==> src/hw/rtl/ipv4p_pkg.sv <==
// Shared widths and types of the dotted IPv4 text parser.
`default_nettype none

package ipv4p_pkg;

   localparam int CHAR_W  = 8;
   localparam int ADDR_W  = 32;
   localparam int PARTS   = 4;
   localparam int COUNT_W = 3;

   // Finished parts of one string, handed to the assembly stage.
   typedef struct packed {
      logic [PARTS-1:0][ADDR_W-1:0] part;
      logic [COUNT_W-1:0]           count;
      logic                         bad_stop;
   } ipv4p_snap_type;

endpackage

`default_nettype wire

==> src/hw/rtl/ipv4p_if.sv <==
// Request and response channel interfaces of the dotted IPv4 text parser.
`default_nettype none

interface ipv4p_req_if;
   logic                          valid;
   logic                          ready;
   logic [ipv4p_pkg::CHAR_W-1:0]  char_code;
   logic                          end_of_text;

   modport source (output valid, output char_code, output end_of_text, input ready);
   modport sink   (input valid, input char_code, input end_of_text, output ready);
endinterface

interface ipv4p_rsp_if;
   logic                          valid;
   logic                          ready;
   logic [ipv4p_pkg::ADDR_W-1:0]  address;
   logic                          error;

   modport source (output valid, output address, output error, input ready);
   modport sink   (input valid, input address, input error, output ready);
endinterface

`default_nettype wire

==> src/hw/rtl/ipv4p_assemble.sv <==
// Range checks, address assembly and output register of the IPv4 text parser.
`default_nettype none

module ipv4p_assemble (
   input  logic                      clock,
   input  logic                      reset,
   input  logic                      snap_valid,
   input  ipv4p_pkg::ipv4p_snap_type snap,
   output logic                      snap_free,
   ipv4p_rsp_if.source               rsp_ch
);

   localparam logic [ipv4p_pkg::COUNT_W-1:0] ONE_PART   = 3'd1;
   localparam logic [ipv4p_pkg::COUNT_W-1:0] TWO_PARTS  = 3'd2;
   localparam logic [ipv4p_pkg::COUNT_W-1:0] THREE_PARTS = 3'd3;
   localparam logic [ipv4p_pkg::COUNT_W-1:0] FOUR_PARTS = 3'd4;

   logic                          rsp_valid_ff;
   logic [ipv4p_pkg::ADDR_W-1:0]  rsp_address_ff;
   logic                          rsp_error_ff;
   logic [ipv4p_pkg::ADDR_W-1:0]  rsp_address_in;
   logic                          rsp_error_in;
   logic [ipv4p_pkg::PARTS-1:0]   fits8;
   logic                          b_fits24;
   logic                          c_fits16;
   logic                          out_free;

   always_comb begin
      for (int i = 0; i < ipv4p_pkg::PARTS; i++) begin
         fits8[i] = (snap.part[i][31:8] == 24'd0);
      end
   end

   assign b_fits24 = (snap.part[1][31:24] == 8'd0);
   assign c_fits16 = (snap.part[2][31:16] == 16'd0);

   always_comb begin
      rsp_address_in = '1;
      rsp_error_in   = 1'b1;
      if (!snap.bad_stop) begin
         case (snap.count)
            ONE_PART: begin
               rsp_address_in = snap.part[0];
               rsp_error_in   = 1'b0;
            end
            TWO_PARTS: begin
               if (fits8[0] && b_fits24) begin
                  rsp_address_in = {snap.part[0][7:0], snap.part[1][23:0]};
                  rsp_error_in   = 1'b0;
               end
            end
            THREE_PARTS: begin
               if (fits8[0] && fits8[1] && c_fits16) begin
                  rsp_address_in = {snap.part[0][7:0], snap.part[1][7:0],
                                    snap.part[2][15:0]};
                  rsp_error_in   = 1'b0;
               end
            end
            FOUR_PARTS: begin
               if (&fits8) begin
                  rsp_address_in = {snap.part[0][7:0], snap.part[1][7:0],
                                    snap.part[2][7:0], snap.part[3][7:0]};
                  rsp_error_in   = 1'b0;
               end
            end
            default: begin
               rsp_error_in = 1'b1;
            end
         endcase
      end
   end

   assign out_free  = !rsp_valid_ff || rsp_ch.ready;
   assign snap_free = out_free;

   always_ff @(posedge clock) begin
      if (reset) begin
         rsp_valid_ff <= 1'b0;
      end else if (out_free) begin
         rsp_valid_ff <= snap_valid;
      end
   end

   always_ff @(posedge clock) begin
      if (out_free && snap_valid) begin
         rsp_address_ff <= rsp_address_in;
         rsp_error_ff   <= rsp_error_in;
      end
   end

   assign rsp_ch.valid   = rsp_valid_ff;
   assign rsp_ch.address = rsp_address_ff;
   assign rsp_ch.error   = rsp_error_ff;

endmodule

`default_nettype wire

==> src/hw/rtl/ipv4_dotted_text_parser.sv <==
// Dotted IPv4 address text parser: one character per request, one address
// per string. Each request is registered, then logic scales the current part
// by its radix (10, 8 or 16) and adds the digit; a string ending (NUL or
// end_of_text) moves the finished parts to a check-and-assemble stage whose
// result register drives rsp. The block takes one character every cycle while
// no ending waits for room in that stage, limited by the radix multiply-add on
// the part accumulator; an accepted ending passes the request, finished-string
// and result registers to rsp. Malformed text or an out-of-range part gives
// address 0xFFFFFFFF with error set. No clearing pass after reset.
`default_nettype none

module ipv4_dotted_text_parser (
   input  logic        clock,
   input  logic        reset,
   ipv4p_req_if.sink   req_ch,
   ipv4p_rsp_if.source rsp_ch
);

   localparam logic [2:0] PH_START   = 3'd0;
   localparam logic [2:0] PH_ZERO    = 3'd1;
   localparam logic [2:0] PH_DIGITS  = 3'd2;
   localparam logic [2:0] PH_DOT4    = 3'd3;
   localparam logic [2:0] PH_STOPPED = 3'd4;

   localparam logic [1:0] RX_DEC = 2'd0;
   localparam logic [1:0] RX_OCT = 2'd1;
   localparam logic [1:0] RX_HEX = 2'd2;

   localparam logic [ipv4p_pkg::CHAR_W-1:0] CH_NUL   = 8'h00;
   localparam logic [ipv4p_pkg::CHAR_W-1:0] CH_ZERO  = 8'h30;
   localparam logic [ipv4p_pkg::CHAR_W-1:0] CH_DOT   = 8'h2E;
   localparam logic [ipv4p_pkg::CHAR_W-1:0] CH_LOW_X = 8'h78;
   localparam logic [ipv4p_pkg::CHAR_W-1:0] CH_UP_X  = 8'h58;
   localparam logic [ipv4p_pkg::CHAR_W-1:0] CH_CASE  = 8'h20;
   localparam logic [ipv4p_pkg::CHAR_W-1:0] CH_HEX_BIAS = 8'h57;

   localparam logic [ipv4p_pkg::COUNT_W-1:0] PART_LIMIT =
      ipv4p_pkg::COUNT_W'(ipv4p_pkg::PARTS);

   // Request register
   logic                          req_valid_ff;
   logic [ipv4p_pkg::CHAR_W-1:0]  req_char_ff;
   logic                          req_end_ff;

   // Parse state
   logic [2:0]                                     phase_ff, phase_in;
   logic [ipv4p_pkg::COUNT_W-1:0]                  count_ff, count_in;
   logic [1:0]                                     radix_ff, radix_in;
   logic                                           bad_ff, bad_in;
   logic [ipv4p_pkg::PARTS-1:0][ipv4p_pkg::ADDR_W-1:0] part_ff, part_in;

   // Finished-string stage
   logic                       snap_valid_ff;
   ipv4p_pkg::ipv4p_snap_type  snap_ff, snap_in;
   logic                       snap_free;

   logic                          is_nul;
   logic                          is_fin;
   logic                          is_white;
   logic                          is_dec;
   logic                          is_hex_letter;
   logic [ipv4p_pkg::CHAR_W-1:0]  lower_char;
   logic [3:0]                    dig_value;
   logic [1:0]                    slot;
   logic [1:0]                    dig_radix;
   logic [ipv4p_pkg::ADDR_W-1:0]  dig_base;
   logic [ipv4p_pkg::ADDR_W-1:0]  dig_scaled;
   logic [ipv4p_pkg::ADDR_W-1:0]  acc_next;
   logic                          run_digit;
   logic                          in_go;

   assign is_nul   = (req_char_ff == CH_NUL);
   assign is_fin   = is_nul || req_end_ff;
   assign is_white = req_char_ff inside {8'h20, 8'h09, 8'h0A, 8'h0D};
   assign is_dec   = req_char_ff inside {[8'h30:8'h39]};
   // Folding case maps exactly A-F and a-f onto a-f
   assign lower_char    = req_char_ff | CH_CASE;
   assign is_hex_letter = lower_char inside {[8'h61:8'h66]};
   assign dig_value     = is_dec ? 4'(req_char_ff - CH_ZERO)
                                 : 4'(lower_char - CH_HEX_BIAS);

   assign slot      = count_ff[1:0];
   assign dig_radix = (phase_ff == PH_START) ? RX_DEC :
                      (phase_ff == PH_ZERO)  ? RX_OCT : radix_ff;
   assign dig_base  = (phase_ff == PH_START) ? '0 : part_ff[slot];

   always_comb begin
      case (dig_radix)
         RX_HEX:  dig_scaled = {dig_base[27:0], 4'd0};
         RX_OCT:  dig_scaled = {dig_base[28:0], 3'd0};
         default: dig_scaled = {dig_base[28:0], 3'd0} + {dig_base[30:0], 1'b0};
      endcase
   end

   assign acc_next = dig_scaled + {28'd0, dig_value};

   always_comb begin
      phase_in  = phase_ff;
      count_in  = count_ff;
      radix_in  = radix_ff;
      bad_in    = bad_ff;
      part_in   = part_ff;
      run_digit = 1'b0;
      if (!is_nul) begin
         case (phase_ff)
            PH_START: begin
               part_in[slot] = '0;
               radix_in      = RX_DEC;
               if (req_char_ff == CH_ZERO) begin
                  phase_in = PH_ZERO;
               end else begin
                  run_digit = 1'b1;
               end
            end
            PH_ZERO: begin
               if (req_char_ff == CH_LOW_X || req_char_ff == CH_UP_X) begin
                  radix_in = RX_HEX;
                  phase_in = PH_DIGITS;
               end else begin
                  radix_in  = RX_OCT;
                  run_digit = 1'b1;
               end
            end
            PH_DIGITS: begin
               run_digit = 1'b1;
            end
            PH_DOT4: begin
               bad_in   = !is_white;
               phase_in = PH_STOPPED;
            end
            default: begin
               phase_in = phase_ff;
            end
         endcase
         if (run_digit) begin
            if (is_dec || (is_hex_letter && dig_radix == RX_HEX)) begin
               part_in[slot] = acc_next;
               phase_in      = PH_DIGITS;
            end else begin
               count_in = count_ff + 3'd1;
               if (req_char_ff == CH_DOT) begin
                  phase_in = (count_in < PART_LIMIT) ? PH_START : PH_DOT4;
               end else begin
                  bad_in   = !is_white;
                  phase_in = PH_STOPPED;
               end
            end
         end
      end

      // Close the open part at the end of the string
      snap_in.part     = part_in;
      snap_in.count    = count_in;
      snap_in.bad_stop = bad_in;
      if (phase_in == PH_START) begin
         snap_in.part[count_in[1:0]] = '0;
         snap_in.count               = count_in + 3'd1;
      end else if (phase_in == PH_ZERO || phase_in == PH_DIGITS) begin
         snap_in.count = count_in + 3'd1;
      end

      if (is_fin) begin
         phase_in = PH_START;
         count_in = '0;
         radix_in = RX_DEC;
         bad_in   = 1'b0;
      end
   end

   // An ending character waits only for room in the finished-string stage
   assign in_go        = req_valid_ff && (!is_fin || snap_free);
   assign req_ch.ready = !req_valid_ff || in_go;

   always_ff @(posedge clock) begin
      if (reset) begin
         req_valid_ff  <= 1'b0;
         snap_valid_ff <= 1'b0;
         phase_ff      <= PH_START;
         count_ff      <= '0;
         radix_ff      <= RX_DEC;
         bad_ff        <= 1'b0;
      end else begin
         if (req_ch.ready) begin
            req_valid_ff <= req_ch.valid;
         end
         if (snap_free) begin
            snap_valid_ff <= in_go && is_fin;
         end
         if (in_go) begin
            phase_ff <= phase_in;
            count_ff <= count_in;
            radix_ff <= radix_in;
            bad_ff   <= bad_in;
         end
      end
   end

   always_ff @(posedge clock) begin
      if (req_ch.ready && req_ch.valid) begin
         req_char_ff <= req_ch.char_code;
         req_end_ff  <= req_ch.end_of_text;
      end
      if (in_go) begin
         part_ff <= part_in;
      end
      if (in_go && is_fin) begin
         snap_ff <= snap_in;
      end
   end

   ipv4p_assemble u_assemble (
      .clock      (clock),
      .reset      (reset),
      .snap_valid (snap_valid_ff),
      .snap       (snap_ff),
      .snap_free  (snap_free),
      .rsp_ch     (rsp_ch)
   );

endmodule

`default_nettype wire

==> src/flat_wrapper.sv <==
// flat-port wrapper written by rule: the top's interface ports become plain ports
module ipv4_dotted_text_parser_flat 
  (clock, reset, req_ch_valid, req_ch_char_code, req_ch_end_of_text, req_ch_ready, rsp_ch_valid, rsp_ch_address, rsp_ch_error, rsp_ch_ready);
  ipv4p_req_if req_ch_i ();
  ipv4p_rsp_if rsp_ch_i ();
  input  logic clock;
  input  logic reset;
  input wire logic [$bits(req_ch_i.valid)-1:0] req_ch_valid;
  input wire logic [$bits(req_ch_i.char_code)-1:0] req_ch_char_code;
  input wire logic [$bits(req_ch_i.end_of_text)-1:0] req_ch_end_of_text;
  output wire logic [$bits(req_ch_i.ready)-1:0] req_ch_ready;
  output wire logic [$bits(rsp_ch_i.valid)-1:0] rsp_ch_valid;
  output wire logic [$bits(rsp_ch_i.address)-1:0] rsp_ch_address;
  output wire logic [$bits(rsp_ch_i.error)-1:0] rsp_ch_error;
  input wire logic [$bits(rsp_ch_i.ready)-1:0] rsp_ch_ready;
  assign req_ch_i.valid = req_ch_valid;
  assign req_ch_i.char_code = req_ch_char_code;
  assign req_ch_i.end_of_text = req_ch_end_of_text;
  assign req_ch_ready = req_ch_i.ready;
  assign rsp_ch_valid = rsp_ch_i.valid;
  assign rsp_ch_address = rsp_ch_i.address;
  assign rsp_ch_error = rsp_ch_i.error;
  assign rsp_ch_i.ready = rsp_ch_ready;
  ipv4_dotted_text_parser u_core (.clock(clock), .reset(reset), .req_ch(req_ch_i), .rsp_ch(rsp_ch_i));
endmodule
==> config.mk <==
export PLATFORM = sky130hd
export DESIGN_NAME = ipv4_dotted_text_parser_flat
export DESIGN_NICKNAME = d
export VERILOG_FILES = /design/src/hw/rtl/ipv4p_pkg.sv /design/src/hw/rtl/ipv4p_if.sv /design/src/hw/rtl/ipv4p_assemble.sv /design/src/hw/rtl/ipv4_dotted_text_parser.sv /design/src/flat_wrapper.sv
export SDC_FILE = /design/constraint.sdc
export NUM_CORES = 1
export LEC_CHECK = 0
export ABC_AREA = 1
export BUFFER_PORTS_ARGS = -buffer_cell sky130_fd_sc_hd__buf_2
export CAP_MARGIN = 20
export CELL_PAD_IN_SITES_DETAIL_PLACEMENT = 1
export CELL_PAD_IN_SITES_GLOBAL_PLACEMENT = 2
export CORE_ASPECT_RATIO = 1.2
export CORE_MARGIN = 2
export CORE_UTILIZATION = 35
export CTS_CLUSTER_DIAMETER = 150
export DETAILED_ROUTE_END_ITERATION = 10
export PLACE_DENSITY_LB_ADDON = 0.05
export SLEW_MARGIN = 20
export SYNTH_ARGS = -nofsm -noshare
export SYNTH_HDL_FRONTEND = slang
export SYNTH_SLANG_ARGS = --single-unit
==> constraint.sdc <==
create_clock -name clock -period 15.06 [get_ports clock]
set_input_delay 0.753 -clock clock [delete_from_list [all_inputs] [get_ports clock]]
set_output_delay 0.753 -clock clock [all_outputs]
set_load 0.1 [all_outputs]
* After elaboration in Yosys (flattened, before gate mapping) *
Cells that the tools add are included.

word-level totals
  output and inout bits = 35
  bits in writable memories = 0
  memories = 0
  input bits = 13
  logic and storage cells = 151
  memory bits (read-only) = 0
  latch bits = 0
  bits in registers = 314

cells by class
  divide/modulo/power cells = 0
  multiplexer cells = 55
  $lt $le $gt $ge = 9
  bitwise gates (word level) = 4
  $mul = 0
  add/subtract/negate cells = 6
  equal/unequal tests = 20
  reductions and logical operators = 36
  shift operators = 0

operator list
  cell                                           count
  two-way mux 128 bit                            6
  AND 128 bit                                    2
  NOT 128 bit                                    2
  two-way mux 32 bit                             5
  bitwise mux 128 bit                            1
  demux 32 bit (select 2 bit)                    2
  case mux 32 bit (4 select lines)               1
  zero test 24 bit                               4
  binary-select mux 32 bit (select 2 bit)        1
  case mux 32 bit (2 select lines)               1
  two-way mux 31 bit                             2
  two-way mux 3 bit                              13
  adder 32 bit                                   1
  adder 32 x 4 -> 32 bit                         1
  == test 8 x 4 -> 1 bit, second input constant  3
  == test 8 x 6 -> 1 bit, second input constant  3
  == test 8 x 7 -> 1 bit, second input constant  2
  zero test 16 bit                               1
  zero test 8 bit                                2
  == test 3 x 2 -> 1 bit, second input constant  5
  logical AND 1 bit                              12
  two-way mux 1 bit                              12
  two-way mux 2 bit                              6
  == test 3 x 1 -> 1 bit, second input constant  3
  26 further kinds                               39

* Longest topological paths before layout *
  depth in word-level cells = 16
  depth in mapped cells = 31
  gate-level depth less buffers = 29

* Modules after synthesis *
From an unflattened synthesis, not the netlist that was laid out.

unflattened totals
  cell total of the unflattened synthesis = 2,564
  area, all modules = 20,123.0 sq um

modules (own cells, without submodules)
  module                   instances  sequential area each (sq um)  area each (sq um)  cells each
  ipv4_dotted_text_parser  1          8,298.0                       17,578.1           2,196
  ipv4p_assemble           1          1,011.0                       2,544.9            368

* Worst setup path before layout *
No wires, ideal clock.

  kind = reg-to-reg
  from = reg u_core.req_char_ff[0] (netlist name)
  to = reg u_core.snap_ff[0] (netlist name), enable pin
  cell stages (with the launch flop) = 13
  required time = 14.581 ns
  setup slack = 3.492 ns
  library setup time = 0.479 ns
  data arrival time = 11.089 ns
  cell sequence = edfxtp_1 > inv_1 > ha_1 > inv_1 > nor2_1 > nand2_1 > clkbuf_1 > clkinv_1 > nor2_1 > inv_1 > a21oi_1 > nand2_1 > inv_1

on the way
  cells in the longest elaborated chain, start to end = 6

ends and longest elaborated chain
  what                    line                            source
  start, declared         ipv4_dotted_text_parser.sv:42   logic [ipv4p_pkg::CHAR_W-1:0] req_char_ff;
  start signal, assigned  ipv4_dotted_text_parser.sv:200  req_char_ff <= req_ch.char_code;
  zero test 8 bit         ipv4_dotted_text_parser.sv:72   assign is_nul = (req_char_ff == CH_NUL);
  logical OR 1 bit        ipv4_dotted_text_parser.sv:73   assign is_fin = is_nul || req_end_ff;
  zero test 1 bit         ipv4_dotted_text_parser.sv:171  assign in_go = req_valid_ff && (!is_fin || snap_free);
  logical OR 1 bit        ipv4_dotted_text_parser.sv:171
  logical AND 1 bit       ipv4_dotted_text_parser.sv:171
  named net u_core.in_go  ipv4_dotted_text_parser.sv:70   logic in_go;
  logical AND 1 bit       ipv4_dotted_text_parser.sv:206  if (in_go && is_fin) begin
  end signal, assigned    ipv4_dotted_text_parser.sv:207  snap_ff <= snap_in;
  end, declared           ipv4_dotted_text_parser.sv:54   ipv4p_pkg::ipv4p_snap_type snap_ff, snap_in;

The timed path passes the listed nets, and every way through them passes these cells.
A chain may end at the register's enable or synchronous reset.

==> impl_metrics.tcl <==
set metrics [dict create \
    hpwlAfterDp_mm 56.4 \
    gp_congestion 0.849 \
    fin_area_um2 22200 \
    pwr-share-clk_pct 43.5 \
    grt_max_degree 132 \
    arrival_ps 6770 \
    utilization_pct 39.5 \
    slowest_stage "nand2_1" \
    nNetsFinal 2570 \
    numCtsBuffers 37 \
    wirelength_mm 74.8 \
    die_h_um 265 \
    grt_pass1_vias 17800 \
    vias 17300 \
    cp_cell_sequence "nor2_4 > inv_1 > nor2_1 > a21oi_1 > ha_1 > inv_1 > nor4_1 > nand3_1 > nand2_1 > inv_1 > nor2_1 > inv_1 > nor2_2 > buf_4 > clkinv_1 > nand2_1 > inv_1 > nand2_1 > o21ai_0 > nand2_1 > inv_1" \
    start_kind "register" \
    leakage_nw 9.28 \
    max_stage_delay_ps 1030 \
    htree_levels 2 \
    post_dp_cell_area_um2 20900 \
    grt_usage_pct 25.4 \
    drv_cap 0 \
    slew_viol_final 0 \
    worst-path-buf-inv 8 \
    ant_nets 0 \
    dpl.cell_count 3204 \
    ys_seq_area_share_pct 46.8 \
    r2r_cells 21 \
    design.core.area_um2 56100 \
    synth_top_area_share_pct 45.6 \
    hold_start "req_ch_end_of_text" \
    via_per_inst 5.29 \
    crit_path_frequent_cell "inv_1" \
    p_int_mw 1.68 \
    clk_pin_slew_ps 60 \
    layout-drive-gt1-share_pct 11.3 \
    avgSynthCellArea_um2 7.98 \
    drt-initial-drc-count 1316 \
    tightest_slew_ps 1000 \
    antenna_found_initial 1 \
    drt_pre_antenna_iters 8 \
    fill_cells 6832 \
    grt.overflow.total 0 \
    ir_drop_mv 0.0636 \
    syn_area_um2 19900 \
    finalCritPeriodShare_pct 43.0 \
    fin_tns_setup_ps 0 \
    fin_worst_skew_ps 27.6 \
    reg2reg_slack_ps 8580 \
    synth_ff_type "edfxtp_1" \
    hold_path_end "u_core.req_end_ff" \
    status "complete, but fails checks" \
    cts_tree "built" \
    post-cts-setup-buffers 0 \
    io_buffers 47 \
    cts_resized 0 \
    switching_share_pct 26.6 \
    synthCells 2495 \
    ys_warn_count 0 \
    finalSetupViolCount 0 \
    path_delay_family "buffers and inverters" \
    violations "design-rule violations" \
    setup_ws_ps 8580 \
    whs_ps 378 \
    synthArstFlopShare_pct 0 \
    reg2reg_to "u_core.snap_ff[73]" \
    synth_area_leaders "edfxtp_1, nand2_1, inv_1" \
    crit_fanout 25 \
    fmaxAchievable_mhz 154 \
    cts_hold_buf 0 \
    yosysTopAreaCell "edfxtp_1" \
    ys_ff_latch 314 \
    critical_path_class "register to register" \
    power_mw 2.28 \
    stdcell_count 3272 \
    period_needed_ps 6480 \
    syn_to_final_growth_pct 11.4 \
    grt_pass1_wl_mm 113 \
    hold_class "input pin to register" \
    r2r-start "u_core.phase_ff[2]" \
    hold_viol_final 0 \
    die_w_um 222 \
    initial_core_util_pct 35.5 \
    syn-num-nets 2549 \
    pwr-share-comb_pct 11.7 \
    worstPathRequired_ps 15350 \
    p_sw_mw 0.606 \
    dp_slack_ps 8690 \
    worstSkewPairLatency_ps 560 \
    endpoint_kind "register" \
    yosys.cell_types.count 60 \
    ioPinCount 48 \
    max_slew_margin_pct 33.2 \
    cts_buffer_depth 3 \
    drc 12 \
    dieArea_um2 58800 \
    rsz0062_at_grt "no" \
    min_path_cells 1 \
    rows 95 \
    wl_per_cell_um 22.9 \
    cts_sinks 314 \
    power.sequential.fraction_pct 44.8 \
    synth_edf_count 302 \
    root_buffer "clkbuf_16" \
    powerDensity_nw_per_um2 103 \
]
## cells in the final DEF (no fill, tap or decap), types with 5 or more instances in the layout
master     count
nand2_1      652
inv_1        362
edfxtp_1     302
nor2_1       191
o21ai_0      153
a21oi_1      151
nand3_1      147
buf_2         47
nand4_1       40
ha_1          39
clkbuf_16     37
nand2_2       36
o211ai_1      35
buf_4         25
nor4_1        23
nor2_2        23
o22ai_1       21
inv_2         20
nand3_2       18
xor2_1        17
nor3_1        16
nor2_4        16
o21ai_1       16
and2_1        13
clkinv_1      12
dfxtp_1       11
bufinv_16      9
nand2_4        8
nor3_2         7
o21ai_2        6
clkinv_2       6
a221o_1        5
xnor2_1        5
## routing by layer
metal  part of all wire [%]  wire (µm)  GRT usage, %
met5                      0          0             0
met4                    3.3       2440          8.36
met3                    4.9       3640          3.45
met2                     46      34700          41.8
met1                     45      34000          34.5
## registers in the layout, indices dropped and copies added, names as in the netlist
signal	flops
u_core.snap_ff	132
u_core.part_ff	128
u_core.u_assemble.rsp_ch.address	32
u_core.req_char_ff	8
u_core.count_ff	3
u_core.phase_ff	3
u_core.radix_ff	2
u_core.bad_ff	1
u_core.req_end_ff	1
u_core.req_valid_ff	1
u_core.snap_valid_ff	1
u_core.u_assemble.rsp_ch.error	1
u_core.u_assemble.rsp_ch.valid	1
## synth_stat cells (5+ instances only)
cell type / count
edfxtp_1: 302
clkinv_1: 7
a221o_1: 5
inv_1: 364
o21ai_1: 16
nor3_1: 20
nand2_4: 8
a21oi_1: 152
nor2_2: 21
dfxtp_1: 12
o22ai_1: 21
clkbuf_1: 43
buf_1: 10
nor4_1: 23
buf_2: 27
xnor2_1: 5
o21ai_0: 153
nor2_4: 15
nand2_2: 35
and2_1: 13
nand2_1: 653
buf_6: 6
o21ai_2: 6
ha_1: 39
inv_2: 19
nand4_1: 40
nand3_1: 147
nor2_1: 194
xor2_1: 17
nand3_2: 18
o211ai_1: 35
## worst max path at each step
| stage | start | endpoint | slack [ps] | cells after the start |
|---|---|---|---|---|
| finish | u_core.phase_ff[2] | u_core.snap_ff[73] | 8580 | 21 |
| global route | u_core.phase_ff[2] | u_core.snap_ff[73] | 8360 | 21 |
| CTS | u_core.phase_ff[2] | u_core.snap_ff[73] | 8680 | 21 |
| detailed placement | u_core.phase_ff[2] | u_core.snap_ff[73] | 8690 | 21 |
| global placement | u_core.phase_ff[2] | u_core.snap_ff[73] | 8560 | 21 |
| floorplan | u_core.req_char_ff[0] | u_core.snap_ff[0] | 3490 | 12 |
## power groups by stage
stage               Combinational [mW]  Sequential (mW)  Clock (mW)
floorplan                        0.166             1.04           0
global placement                 0.259             1.04           0
detailed placement               0.264             1.04           0
CTS                              0.265             1.02        1.01
global route                     0.294             1.03        1.04
finish                           0.266             1.02       0.992
## area by class of cell
cell class	instances	area, µm²	area share, %
inverters	390	1470	6.61
flip-flops and latches	314	9310	42.0
clock buffers	40	937	4.22
well taps	727	910	4.10
multi-input cells	1700	8730	39.4
diodes	1	2.50	0.0113
clock inverters	27	378	1.70
repair buffers	73	443	2.00
## kinds of logic after synthesis
group | count (synthesis) | share of synthesized area (%)
xor+xnor | 26 | 1.29
compound gates | 427 | 12.2
fa+ha+maj | 41 | 2.65
simple gates | 1206 | 27.5
flops | 314 | 46.8
buf+inv | 481 | 9.60
No activity file was read; power rests on OpenSTA's default activity.
